## config.mk

```make
export PLATFORM = sky130hd
export DESIGN_NAME = postfix_expression_evaluator_top
export DESIGN_NICKNAME = d
export VERILOG_FILES = /design/src/design/pee_pkg.sv /design/src/design/pee_ram.sv /design/src/design/pee_div.sv /design/src/design/postfix_expression_evaluator_top.sv
export SDC_FILE = /design/constraint.sdc
export NUM_CORES = 2
export LEC_CHECK = 0
export CAP_MARGIN = 20
export CORE_ASPECT_RATIO = 1.4
export CORE_UTILIZATION = 35
export CTS_BUF_LIST = sky130_fd_sc_hd__clkbuf_2 sky130_fd_sc_hd__clkbuf_4 sky130_fd_sc_hd__clkbuf_8
export DETAILED_ROUTE_END_ITERATION = 16
export DONT_BUFFER_PORTS = 1
export GPL_ROUTABILITY_DRIVEN = 0
export PLACE_DENSITY = 0.48
export SKIP_CTS_REPAIR_TIMING = 1
export SYNTH_ARGS = -nofsm -noshare
export SYNTH_HDL_FRONTEND = slang
export SYNTH_SLANG_ARGS = --single-unit
```

## constraint.sdc

```tcl
create_clock -name clk -period 8.43 [get_ports clk]
set_input_delay 1.686 -clock clk [delete_from_list [all_inputs] [get_ports clk]]
set_output_delay 1.686 -clock clk [all_outputs]
set_load 0.1 [all_outputs]
```

## src/design/pee_pkg.sv

```systemverilog
// ----------------------------------------------------------------------------
// pee_pkg
// Shared types and constants for the postfix expression evaluator.
// ----------------------------------------------------------------------------
package pee_pkg;

    // Datapath and field widths
    localparam int DATA_W          = 32;
    localparam int SYM_W           = 8;
    localparam int STATUS_W        = 3;
    localparam int STACK_DEPTH_DEF = 64;

    typedef logic [DATA_W-1:0] word_t;
    typedef logic [SYM_W-1:0]  sym_t;

    // Value returned by a pop from an empty stack (-32767)
    localparam word_t EMPTY_POP_VALUE = 32'hFFFF_8001;

    // Character codes
    localparam sym_t SYM_ZERO = 8'h30;  // '0'
    localparam sym_t SYM_ADD  = 8'h2B;  // '+'
    localparam sym_t SYM_SUB  = 8'h2D;  // '-'
    localparam sym_t SYM_MUL  = 8'h2A;  // '*'
    localparam sym_t SYM_DIV  = 8'h2F;  // '/'

    // Result status codes
    typedef enum logic [STATUS_W-1:0] {
        ST_OK        = 3'd0,
        ST_UNDERFLOW = 3'd1,
        ST_DIVZERO   = 3'd2,
        ST_OVERFLOW  = 3'd3,
        ST_EMPTY     = 3'd4
    } status_t;

    // Operator held while an operator request is worked on
    typedef enum logic [1:0] {
        OP_ADD,
        OP_SUB,
        OP_MUL,
        OP_DIV
    } op_t;

endpackage

```

## src/design/pee_ram.sv

```systemverilog
// ----------------------------------------------------------------------------
// pee_ram
// Generic single-port-write, single-port-read RAM with registered read data.
// ----------------------------------------------------------------------------
module pee_ram #(
    parameter int WIDTH = 32,
    parameter int DEPTH = 64,
    localparam int AW   = (DEPTH > 1) ? $clog2(DEPTH) : 1
) (
    input  logic             clk,
    input  logic             we,
    input  logic [AW-1:0]    waddr,
    input  logic [WIDTH-1:0] wdata,
    input  logic             re,
    input  logic [AW-1:0]    raddr,
    output logic [WIDTH-1:0] rdata
);

    logic [WIDTH-1:0] mem [DEPTH];
    logic [WIDTH-1:0] rdata_reg;

    // Write port and registered read port
    always_ff @(posedge clk)
    begin
        if (we)
        begin
            mem[waddr] <= wdata;
        end
        if (re)
        begin
            rdata_reg <= mem[raddr];
        end
    end

    assign rdata = rdata_reg;

endmodule

```

## src/design/pee_div.sv

```systemverilog
// ----------------------------------------------------------------------------
// pee_div
// Signed 32-bit divider, quotient truncated toward zero. Radix-2 restoring
// on magnitudes, one quotient bit per cycle; done pulses with the quotient.
// ----------------------------------------------------------------------------
module pee_div (
    input  logic          clk,
    input  logic          rst_n,
    input  logic          start,
    input  pee_pkg::word_t dividend,
    input  pee_pkg::word_t divisor,
    output logic          done,
    output pee_pkg::word_t quotient
);

    localparam int W  = pee_pkg::DATA_W;
    localparam int CW = $clog2(W);

    logic           busy_reg, busy_next;
    logic           done_reg, done_next;
    logic           neg_reg,  neg_next;
    logic [CW-1:0]  cnt_reg,  cnt_next;
    pee_pkg::word_t rem_reg,  rem_next;
    pee_pkg::word_t quo_reg,  quo_next;
    pee_pkg::word_t dvs_reg,  dvs_next;

    logic [W:0]     shifted;
    logic [W:0]     diff;

    // One restoring step
    always_comb
    begin
        shifted = {rem_reg, quo_reg[W-1]};
        diff    = shifted - {1'b0, dvs_reg};
    end

    always_comb
    begin
        busy_next = busy_reg;
        done_next = 1'b0;
        neg_next  = neg_reg;
        cnt_next  = cnt_reg;
        rem_next  = rem_reg;
        quo_next  = quo_reg;
        dvs_next  = dvs_reg;
        if (start)
        begin
            busy_next = 1'b1;
            neg_next  = dividend[W-1] ^ divisor[W-1];
            cnt_next  = CW'(W - 1);
            rem_next  = '0;
            quo_next  = dividend[W-1] ? (~dividend + W'(1)) : dividend;
            dvs_next  = divisor[W-1] ? (~divisor + W'(1)) : divisor;
        end
        else if (busy_reg)
        begin
            if (!diff[W])
            begin
                rem_next = diff[W-1:0];
                quo_next = {quo_reg[W-2:0], 1'b1};
            end
            else
            begin
                rem_next = shifted[W-1:0];
                quo_next = {quo_reg[W-2:0], 1'b0};
            end
            cnt_next = cnt_reg - CW'(1);
            if (cnt_reg == '0)
            begin
                busy_next = 1'b0;
                done_next = 1'b1;
            end
        end
    end

    always_ff @(posedge clk or negedge rst_n)
    begin
        if (!rst_n)
        begin
            busy_reg <= 1'b0;
            done_reg <= 1'b0;
        end
        else
        begin
            busy_reg <= busy_next;
            done_reg <= done_next;
        end
    end

    // Datapath registers, no reset
    always_ff @(posedge clk)
    begin
        neg_reg <= neg_next;
        cnt_reg <= cnt_next;
        rem_reg <= rem_next;
        quo_reg <= quo_next;
        dvs_reg <= dvs_next;
    end

    assign done     = done_reg;
    assign quotient = neg_reg ? (~quo_reg + W'(1)) : quo_reg;

endmodule

```

## src/design/postfix_expression_evaluator_top.sv

```systemverilog
// ----------------------------------------------------------------------------
// postfix_expression_evaluator_top
// Postfix evaluator over a RAM-held operand stack, one character per request.
// ----------------------------------------------------------------------------
// Each request carries one character. An operand request's value is written
// straight into the stack RAM, and the top entry is also kept in a register.
// An operator request for + - and * passes through accept, RAM read of the
// left operand, and execute and write back; the RAM read is skipped when
// fewer than two entries remain. A / with a nonzero divisor waits for the
// radix-2 divider, which retires one quotient bit per cycle. A request
// flagged last also passes through S_DONE to load the result register and holds
// off the next request until that register is free. The stack RAM needs no
// clearing pass after reset; only entries below the stack level are ever read.
module postfix_expression_evaluator_top #(
    parameter int STACK_DEPTH = pee_pkg::STACK_DEPTH_DEF
) (
    input  logic                                clk,
    input  logic                                rst_n,
    input  logic                                in_valid,
    output logic                                in_ready,
    input  logic [pee_pkg::SYM_W-1:0]           symbol,
    input  logic                                last,
    output logic                                out_valid,
    input  logic                                out_ready,
    output logic signed [pee_pkg::DATA_W-1:0]   value,
    output logic [pee_pkg::STATUS_W-1:0]        status
);

    localparam int AW = (STACK_DEPTH > 1) ? $clog2(STACK_DEPTH) : 1;
    localparam int LW = $clog2(STACK_DEPTH + 1);

    typedef logic [LW-1:0] level_t;

    typedef enum logic [2:0] {
        S_IDLE,
        S_READ,
        S_EXEC,
        S_DIV,
        S_DONE
    } state_t;

    state_t           state_reg,     state_next;
    level_t           level_reg,     level_next;
    pee_pkg::status_t err_reg,       err_next;
    logic             out_valid_reg, out_valid_next;
    pee_pkg::word_t   top_reg,       top_next;
    pee_pkg::word_t   left_reg,      left_next;
    pee_pkg::word_t   right_reg,     right_next;
    pee_pkg::word_t   res_reg,       res_next;
    pee_pkg::word_t   value_reg,     value_next;
    pee_pkg::status_t status_reg,    status_next;
    pee_pkg::op_t     op_reg,        op_next;
    logic             last_reg,      last_next;

    // Stack RAM ports
    logic             ram_we;
    logic [AW-1:0]    ram_waddr;
    pee_pkg::word_t   ram_wdata;
    logic             ram_re;
    logic [AW-1:0]    ram_raddr;
    pee_pkg::word_t   ram_rdata;

    // Divider ports
    logic             div_start;
    logic             div_done;
    pee_pkg::word_t   div_q;

    // Decode and helpers
    logic             is_op;
    pee_pkg::op_t     op_dec;
    pee_pkg::word_t   operand;
    level_t           level_m2;
    logic             level_full;
    logic             level_ge2;

    always_comb
    begin
        is_op  = 1'b1;
        op_dec = pee_pkg::OP_ADD;
        case (symbol)
            pee_pkg::SYM_ADD: op_dec = pee_pkg::OP_ADD;
            pee_pkg::SYM_SUB: op_dec = pee_pkg::OP_SUB;
            pee_pkg::SYM_MUL: op_dec = pee_pkg::OP_MUL;
            pee_pkg::SYM_DIV: op_dec = pee_pkg::OP_DIV;
            default:          is_op  = 1'b0;
        endcase
    end

    assign operand    = pee_pkg::word_t'(symbol) - pee_pkg::word_t'(pee_pkg::SYM_ZERO);
    assign level_m2   = level_reg - level_t'(2);
    assign level_full = (level_reg >= level_t'(STACK_DEPTH));
    assign level_ge2  = (level_reg >= level_t'(2));

    // Control and datapath next state
    always_comb
    begin
        logic           push_do;
        pee_pkg::word_t push_val;

        state_next     = state_reg;
        level_next     = level_reg;
        err_next       = err_reg;
        out_valid_next = out_valid_reg;
        top_next       = top_reg;
        left_next      = left_reg;
        right_next     = right_reg;
        res_next       = res_reg;
        value_next     = value_reg;
        status_next    = status_reg;
        op_next        = op_reg;
        last_next      = last_reg;
        ram_we         = 1'b0;
        ram_waddr      = level_reg[AW-1:0];
        ram_wdata      = operand;
        ram_re         = 1'b0;
        ram_raddr      = level_m2[AW-1:0];
        div_start      = 1'b0;
        push_do        = 1'b0;
        push_val       = '0;

        // Output register drains on its own
        if (out_valid_reg && out_ready)
        begin
            out_valid_next = 1'b0;
        end

        case (state_reg)
            S_IDLE:
            begin
                if (in_valid)
                begin
                    if (is_op)
                    begin
                        // Pop right from the top register and left from RAM; a missing entry pops EMPTY_POP_VALUE
                        op_next    = op_dec;
                        last_next  = last;
                        right_next = (level_reg != '0) ? top_reg : pee_pkg::EMPTY_POP_VALUE;
                        if (!level_ge2 && err_reg == pee_pkg::ST_OK)
                        begin
                            err_next = pee_pkg::ST_UNDERFLOW;
                        end
                        if (level_ge2)
                        begin
                            level_next = level_m2;
                            ram_re     = 1'b1;
                            state_next = S_READ;
                        end
                        else
                        begin
                            level_next = '0;
                            left_next  = pee_pkg::EMPTY_POP_VALUE;
                            state_next = S_EXEC;
                        end
                    end
                    else
                    begin
                        // Operand push, dropped when full
                        if (!level_full)
                        begin
                            ram_we     = 1'b1;
                            ram_wdata  = operand;
                            top_next   = operand;
                            level_next = level_reg + level_t'(1);
                        end
                        else if (err_reg == pee_pkg::ST_OK)
                        begin
                            err_next = pee_pkg::ST_OVERFLOW;
                        end
                        if (last)
                        begin
                            res_next   = level_full ? top_reg : operand;
                            state_next = S_DONE;
                        end
                    end
                end
            end

            S_READ:
            begin
                left_next  = ram_rdata;
                state_next = S_EXEC;
            end

            S_EXEC:
            begin
                case (op_reg)
                    pee_pkg::OP_ADD:
                    begin
                        push_do  = 1'b1;
                        push_val = left_reg + right_reg;
                    end
                    pee_pkg::OP_SUB:
                    begin
                        push_do  = 1'b1;
                        push_val = left_reg - right_reg;
                    end
                    pee_pkg::OP_MUL:
                    begin
                        push_do  = 1'b1;
                        push_val = left_reg * right_reg;
                    end
                    pee_pkg::OP_DIV:
                    begin
                        if (right_reg == '0)
                        begin
                            push_do  = 1'b1;
                            push_val = '0;
                            if (err_reg == pee_pkg::ST_OK)
                            begin
                                err_next = pee_pkg::ST_DIVZERO;
                            end
                        end
                        else
                        begin
                            div_start  = 1'b1;
                            state_next = S_DIV;
                        end
                    end
                    default:
                    begin
                        state_next = S_IDLE;
                    end
                endcase
            end

            S_DIV:
            begin
                if (div_done)
                begin
                    push_do  = 1'b1;
                    push_val = div_q;
                end
            end

            S_DONE:
            begin
                // Load result once the output register is free
                if (!out_valid_reg || out_ready)
                begin
                    out_valid_next = 1'b1;
                    value_next     = res_reg;
                    status_next    = err_reg;
                    level_next     = '0;
                    err_next       = pee_pkg::ST_OK;
                    state_next     = S_IDLE;
                end
            end

            default:
            begin
                state_next = S_IDLE;
            end
        endcase

        // Operator result write-back; at most STACK_DEPTH-2 entries remain here
        if (push_do)
        begin
            ram_we     = 1'b1;
            ram_wdata  = push_val;
            top_next   = push_val;
            level_next = level_reg + level_t'(1);
            res_next   = push_val;
            state_next = last_reg ? S_DONE : S_IDLE;
        end
    end

    // State and registered outputs
    always_ff @(posedge clk or negedge rst_n)
    begin
        if (!rst_n)
        begin
            state_reg     <= S_IDLE;
            level_reg     <= '0;
            err_reg       <= pee_pkg::ST_OK;
            out_valid_reg <= 1'b0;
            value_reg     <= '0;
            status_reg    <= pee_pkg::ST_OK;
        end
        else
        begin
            state_reg     <= state_next;
            level_reg     <= level_next;
            err_reg       <= err_next;
            out_valid_reg <= out_valid_next;
            value_reg     <= value_next;
            status_reg    <= status_next;
        end
    end

    // Payload registers, no reset
    always_ff @(posedge clk)
    begin
        top_reg    <= top_next;
        left_reg   <= left_next;
        right_reg  <= right_next;
        res_reg    <= res_next;
        op_reg     <= op_next;
        last_reg   <= last_next;
    end

    pee_ram #(
        .WIDTH (pee_pkg::DATA_W),
        .DEPTH (STACK_DEPTH)
    ) u_stack_ram (
        .clk   (clk),
        .we    (ram_we),
        .waddr (ram_waddr),
        .wdata (ram_wdata),
        .re    (ram_re),
        .raddr (ram_raddr),
        .rdata (ram_rdata)
    );

    pee_div u_div (
        .clk      (clk),
        .rst_n    (rst_n),
        .start    (div_start),
        .dividend (left_reg),
        .divisor  (right_reg),
        .done     (div_done),
        .quotient (div_q)
    );

    assign in_ready  = (state_reg == S_IDLE);
    assign out_valid = out_valid_reg;
    assign value     = $signed(value_reg);
    assign status    = status_reg;

endmodule

```

### Word level (Yosys, flattened, before mapping)

Memory sizes are Yosys's and may differ from the RTL's. A register that Yosys moved wholly into a read port is not among the register bits.
Index checks and enable logic that the tools add are counted.

| word-level totals | value |
|---|---|
| register bits after elaboration | 284 |
| word-level logic and storage cells | 175 |
| input bits | 13 |
| bits in writable memories | 2048 |
| memories | 1 |
| output and inout bits | 37 |

Memory list:

| name | depth | width | rd ports | clocked after memory_dff | wr ports | line | RTL |
|---|---|---|---|---|---|---|---|
| u_stack_ram.mem | 64 | 32 | 1 | 1 | 1 | pee_ram.sv:19 | `logic [WIDTH-1:0] mem [DEPTH];` |

| cells by class | value |
|---|---|
| eq/ne operators | 29 |
| bitwise logic cells | 4 |
| multiply operators | 1 |
| reductions and logical operators | 28 |
| order comparisons | 2 |
| add/sub/neg operators | 10 |
| muxes and demuxes | 80 |

Operators with widths:

| kind | number |
|---|---|
| $mux W32 | 20 |
| $pmux W32 S2 | 2 |
| $pmux W32 S4 | 1 |
| $add A32 B1 Y32 const B | 3 |
| $not A32 Y32 | 3 |
| $mux W3 | 16 |
| $mux W7 | 6 |
| $sub A33 B32 Y33 | 1 |
| $add A32 B32 Y32 | 1 |
| $eq A8 B6 Y1 const B | 4 |
| $logic_not A32 Y1 | 1 |
| $mul A32 B32 Y32 | 1 |
| $sub A32 B32 Y32 | 1 |
| $mux W31 | 1 |
| $mux W1 | 27 |
| $pmux W3 S5 | 1 |
| $ne A2 B2 Y1 const B | 7 |
| $pmux W7 S2 | 1 |
| $reduce_and A4 Y1 | 3 |
| $reduce_bool A2 Y1 | 5 |
| $ne A3 B3 Y1 const B | 3 |
| $pmux W3 S3 | 1 |
| $reduce_and A9 Y1 | 1 |
| $sub A8 B6 Y9 const B | 1 |
| 32 further kinds | 43 |

### Logic depth before layout (Yosys ltp)

| logic depth | value |
|---|---|
| depth after elaboration | 9 |
| gate-level depth with buffers | 28 |
| gate-level depth less buffers | 25 |

### Hierarchy

Synthesis repeated with hierarchy kept, for this count alone.

| unflattened totals | value |
|---|---|
| cells, all modules | 7204 |
| area, all modules | 113028.4 µm² |

By module, submodules not included:

| module | area each (µm²) | times used | seq. area each (µm²) | cells an instance |
|---|---|---|---|---|
| pee_ram | 79208.5 | 1 | 62459.9 | 3572 |
| postfix_expression_evaluator_top | 26097.5 | 1 | 5109.9 | 2731 |
| pee_div | 7722.4 | 1 | 2742.6 | 901 |

### Least setup slack after synthesis

Ideal clock, no wire load.

| timing path | value |
|---|---|
| path kind | reg2reg |
| start point | register left_reg[16] |
| end point | memory u_stack_ram.mem[0][31], data pin |
| cell stages (with the launch flop) | 24 |
| path slack | -0.354 ns |
| period minus slack after synthesis | 8.784 ns |
| library setup time | 0.542 ns |
| buffers on the path | 2 |
| data arrival time | 8.242 ns |
| data required time | 7.888 ns |
| cell sequence | edfxtp_1 > clkbuf_1 > clkbuf_1 > and2_1 > fa_1 > fa_1 > fa_1 > inv_1 > fa_1 > inv_1 > fa_1 > fa_1 > fa_1 > fa_1 > ha_1 > a21o_1 > a21o_1 > a21oi_1 > nor2_1 > a211oi_1 > o21a_1 > o21ai_0 > xnor2_1 > o211ai_1 |

| between the ends | value |
|---|---|
| word-level cells in the longest chain between the ends | 4 |
| elaborated cells between the ends (all ways) | 6 |
| classes of those cells | 2 x add/sub; 1 x mul; 3 x mux |

RTL lines:

| item | line | RTL |
|---|---|---|
| start, declared | postfix_expression_evaluator_top.sv:47 | `pee_pkg::word_t left_reg, left_next;` |
| start signal, assigned | postfix_expression_evaluator_top.sv:294 | `left_reg <= left_next;` |
| $mul A32 B32 Y32 (tied with other cells) | postfix_expression_evaluator_top.sv:200 | `push_val = left_reg * right_reg;` |
| $pmux W32 S4 * | postfix_expression_evaluator_top.sv:186 | `case (op_reg)` |
| $pmux W32 S2 * | postfix_expression_evaluator_top.sv:127 | `case (state_reg)` |
| $mux W32 * | postfix_expression_evaluator_top.sv:256 | `if (push_do)` |
| net ram_wdata[31] | postfix_expression_evaluator_top.sv:58 | `pee_pkg::word_t ram_wdata;` |
| end, declared | pee_ram.sv:19 |  |

The timed path passes the listed nets; every way through them passes the cells marked *.

### Worst setup path in the final report

| timing path | value |
|---|---|
| start point | register right_reg[2] |
| end point | memory u_stack_ram.mem[9][27], data pin |

| between the ends | value |
|---|---|
| word-level cells in the longest chain between the ends | 5 |
| elaborated cells between the ends (all ways) | 10 |
| classes of those cells | 2 x add/sub; 1 x mul; 6 x mux; 1 x reduce/logical |

RTL lines:

| item | line | RTL |
|---|---|---|
| start, declared | postfix_expression_evaluator_top.sv:48 | `pee_pkg::word_t right_reg, right_next;` |
| start signal, assigned | postfix_expression_evaluator_top.sv:295 | `right_reg <= right_next;` |
| parallel branches: the longest is 4 deep, another holds $mul A32 B32 Y32 | n/a |  |
| $mux W32 * | postfix_expression_evaluator_top.sv:256 |  |
| net ram_wdata[27] | postfix_expression_evaluator_top.sv:58 |  |

Mark *: on every way through the listed nets, which the timed path passes.

==> impl_metrics.env <==
export IMPL_port_buffers=0
export IMPL_syn_area_per_cell_um2=17.0
export IMPL_grt_antenna_before_repair=13
export IMPL_internal_power_uw=25300
export IMPL_postSynthCellCount=6591
export IMPL_synth_seq_cells=2362
export IMPL_io_pins=50
export IMPL_yosysWarnings=0
export IMPL_synth_simple_area_share_pct=5.52
export IMPL_crit_top_cell="fa_1"
export IMPL_crit_arrival_ns=8.81
export IMPL_clkSinkCount=2362
export IMPL_clk_path_buf_depth=4
export IMPL_relSlewSlack_pct=21.8
export IMPL_grt_pass1_wl_um=487000
export IMPL_drt_antenna_violating_nets=0
export IMPL_synth_cell_area_mm2=0.112
export IMPL_die_h_um=672
export IMPL_setup_violations=0
export IMPL_fp_dieArea_mm2=0.322
export IMPL_syn_to_final_growth_pct=13.0
export IMPL_grt_pass1_vias=65300
export IMPL_fin_crit_ns=8.18
export IMPL_synth_adder_area_share_pct=9.56
export IMPL_rows=245
export IMPL_cts_inserted_buffers=384
export IMPL_startpoint_type="flip-flop"
export IMPL_critPathBufInv=6
export IMPL_vias_per_cell=5.31
export IMPL_coreArea_mm2=0.318
export IMPL_cpPeakStageDelay_ns=0.59
export IMPL_pwr_density_cell_mw_per_mm2=314
export IMPL_crit_path_end_kind="flip-flop"
export IMPL_synth_compound_area_share_pct=3.36
export IMPL_synth_async_sr_flop_share_pct=2.07
export IMPL_final_area_mm2=0.127
export IMPL_drv_cap=0
export IMPL_routedWlPerCell_um=29.8
export IMPL_start_util_pct=35.2
export IMPL_grt_total_usage_pct=21.2
export IMPL_grt_ovfl_total=0
export IMPL_hold_viol=0
export IMPL_p_switching_uw=14500
export IMPL_rrSetupSlack_ns=0.25
export IMPL_vias=60500
export IMPL_pwr_share_comb_pct=39.4
export IMPL_synth_net_count=7214
export IMPL_synth_distinct_cells=90
export IMPL_synthXorXnorAreaFrac_pct=2.01
export IMPL_status="finished clean"
export IMPL_fin_setup_tns_ns=0
export IMPL_worst_slew_pin_slew_ns=1.16
export IMPL_layout_drive_gt1_share_pct=23.8
export IMPL_dp_hpwl_um=222000
export IMPL_ir_drop_uv=375
export IMPL_fmaxAchievable_mhz=122
export IMPL_clkTransAtPathRegs_ns=0.07
export IMPL_muxShareOfSynthArea_pct=14.0
export IMPL_path_delay_family="adder cells"
export IMPL_largest_register="u_stack_ram.mem"
export IMPL_maxSlewViolCount=0
export IMPL_drt_pass1_iter_count=7
export IMPL_worstPathRequired_ns=9.06
export IMPL_critPathMaxFanout=64
export IMPL_drc=0
export IMPL_p_seq_share_pct=35.9
export IMPL_synthFlopType="edfxtp_1"
export IMPL_critPathKind="flip-flop to flip-flop"
export IMPL_clk_latency_ns=1.02
export IMPL_synth_edff_count=2276
export IMPL_fin_crit_sh_pct=97.0
export IMPL_rsz0062_at_grt="no"
export IMPL_initialDrtViolationCount=4680
export IMPL_drt_wl_total_um=340000
export IMPL_cts_tree="built"
export IMPL_synth_top_family_by_area="multiplexers"
export IMPL_fp_dieW_um=480
export IMPL_sw_frac_of_total_pct=36.4
export IMPL_cellLeakagePower_uw=0.0438
export IMPL_final_nets=7508
export IMPL_placed_area_mm2=0.119
export IMPL_yosysSeqAreaShare_pct=62.7
export IMPL_hold_class="input port to asynchronous set/reset pin"
export IMPL_cp_slowest_cell="edfxtp_1"
export IMPL_largest_reg_flops=2048
export IMPL_fin_util_pct=39.8
export IMPL_dp_worst_setup_slack_ns=0.333
export IMPL_grt_max_degree=126
export IMPL_clock_skew_ns=0.0663
export IMPL_clockRootBuffer="clkbuf_8"
export IMPL_clkPwrFrac_pct=24.7
export IMPL_htreeDepth=5
export IMPL_fin_ws_ns=0.253
## metrics by stage
step / hold WS (ns) / std cells / total power [uW]
finish: 0.389 / 11400 / 39800
global route: 0.318 / 11400 / 41700
CTS: 0.268 / 11400 / 40300
detailed placement: 0.464 / 10700 / 30300
global placement: 0.458 / 10700 / 30300
floorplan: 0.432 / 6591 / 24600
## kinds of logic after synthesis
kind of cell,after synthesis
other cells,1
xor+xnor,257
simple gates,1222
flops,2362
fa+ha+maj,610
buf+inv,824
mux,737
compound gates,578
## power by group through the flow
stage | Combinational, uW | Clock [uW] | Sequential [uW]
floorplan | 10200 | 0 | 14400
global route | 16800 | 10600 | 14300
CTS | 15900 | 10100 | 14300
finish | 15700 | 9820 | 14300
global placement | 15800 | 0 | 14500
detailed placement | 15800 | 0 | 14500
## worst register-to-register path: cells and delay by family, from the launching register on
family | cells | cell delay [ns]
AOI/OAI and AO/OA | 3 | 0.76
and+or+nand+nor | 7 | 1.82
buffers and inverters | 6 | 0.80
adders and majority gates | 9 | 3.76
DFF | 1 | 0.59
## synth_stat cells, types with 7 or more instances
library cell | instances | area, um2
and3_1 | 12 | 75.1
o21bai_1 | 13 | 97.6
mux4_2 | 664 | 15000
nand4_1 | 13 | 81.3
xor2_1 | 101 | 885
clkbuf_1 | 284 | 1070
a21o_1 | 45 | 338
o21a_1 | 24 | 180
buf_1 | 70 | 263
mux2_2 | 34 | 383
nor4_1 | 10 | 62.6
nand2_1 | 417 | 1570
edfxtp_1 | 2276 | 68300
ha_1 | 200 | 2500
or4_1 | 11 | 82.6
nand2b_1 | 57 | 357
o22ai_1 | 10 | 62.6
a22oi_1 | 14 | 105
a21boi_0 | 8 | 60.1
o211ai_1 | 23 | 173
a211oi_1 | 20 | 150
or3_1 | 20 | 125
mux2i_1 | 39 | 390
and2_1 | 348 | 2180
xnor2_1 | 156 | 1370
dfxtp_1 | 37 | 741
nor3_1 | 30 | 150
o21ai_0 | 130 | 651
nor2b_1 | 17 | 106
or2_2 | 9 | 56.3
a41oi_1 | 7 | 61.3
nor2_1 | 177 | 664
o31ai_1 | 37 | 278
dfrtp_1 | 49 | 1230
inv_1 | 460 | 1730
a21oi_1 | 151 | 756
fa_1 | 410 | 8210
a31oi_1 | 18 | 113
nand3b_1 | 9 | 67.6
nand3_1 | 57 | 285
## per-layer routing
| layer | track usage, % | up-vias | wire, um |
|---|---|---|---|
| met4 | 9.55 | 8 | 16600 |
| met2 | 38.4 | 1537 | 181000 |
| met5 | 0 | - | 50 |
| met3 | 2.84 | 554 | 13700 |
| met1 | 24.7 | 32800 | 128000 |
| li1 | - | 25600 | - |
## placed cells by master, fill, tap and decap left out, types with 116 or more instances in the layout
cell type | netlist | final
a21oi_1 | 151 | 150
and2_1 | 348 | 344
buf_4 | 1 | 238
clkbuf_4 | 1 | 128
clkbuf_8 | 0 | 396
edfxtp_1 | 2276 | 2276
fa_1 | 410 | 407
ha_1 | 200 | 195
inv_1 | 460 | 459
mux4_2 | 664 | 664
nand2_1 | 417 | 405
nor2_1 | 177 | 116
o21ai_0 | 130 | 124
xnor2_1 | 156 | 153
## final timing paths
check | depth (start not counted) | endpoint | from
worst max-delay path | 25 | u_stack_ram.mem[9][27] | right_reg[2]
worst min-delay path | 0 | value[16] | rst_n
worst max register to register | 25 | u_stack_ram.mem[9][27] | right_reg[2]
worst min register to register | 1 | u_div.done | u_div.cnt_reg[4]
min in group clk | 1 | u_div.done | u_div.cnt_reg[4]
max in group asynchronous | 0 | level_reg[1] | rst_n
## cell type report
| type | count | area (um2) |
|---|---|---|
| Clock buffer | 524 | 6410 |
| Clock inverter | 160 | 972 |
| Inverter | 461 | 1730 |
| Sequential cell | 2362 | 70300 |
| Tap cell | 4199 | 5250 |
| Antenna cell | 11 | 27.5 |
| Timing Repair Buffer | 271 | 2440 |
| Multi-Input combinational cell | 3405 | 39500 |
| Fill cell | 29200 | 192000 |
Power figures use the tool's default switching activity.
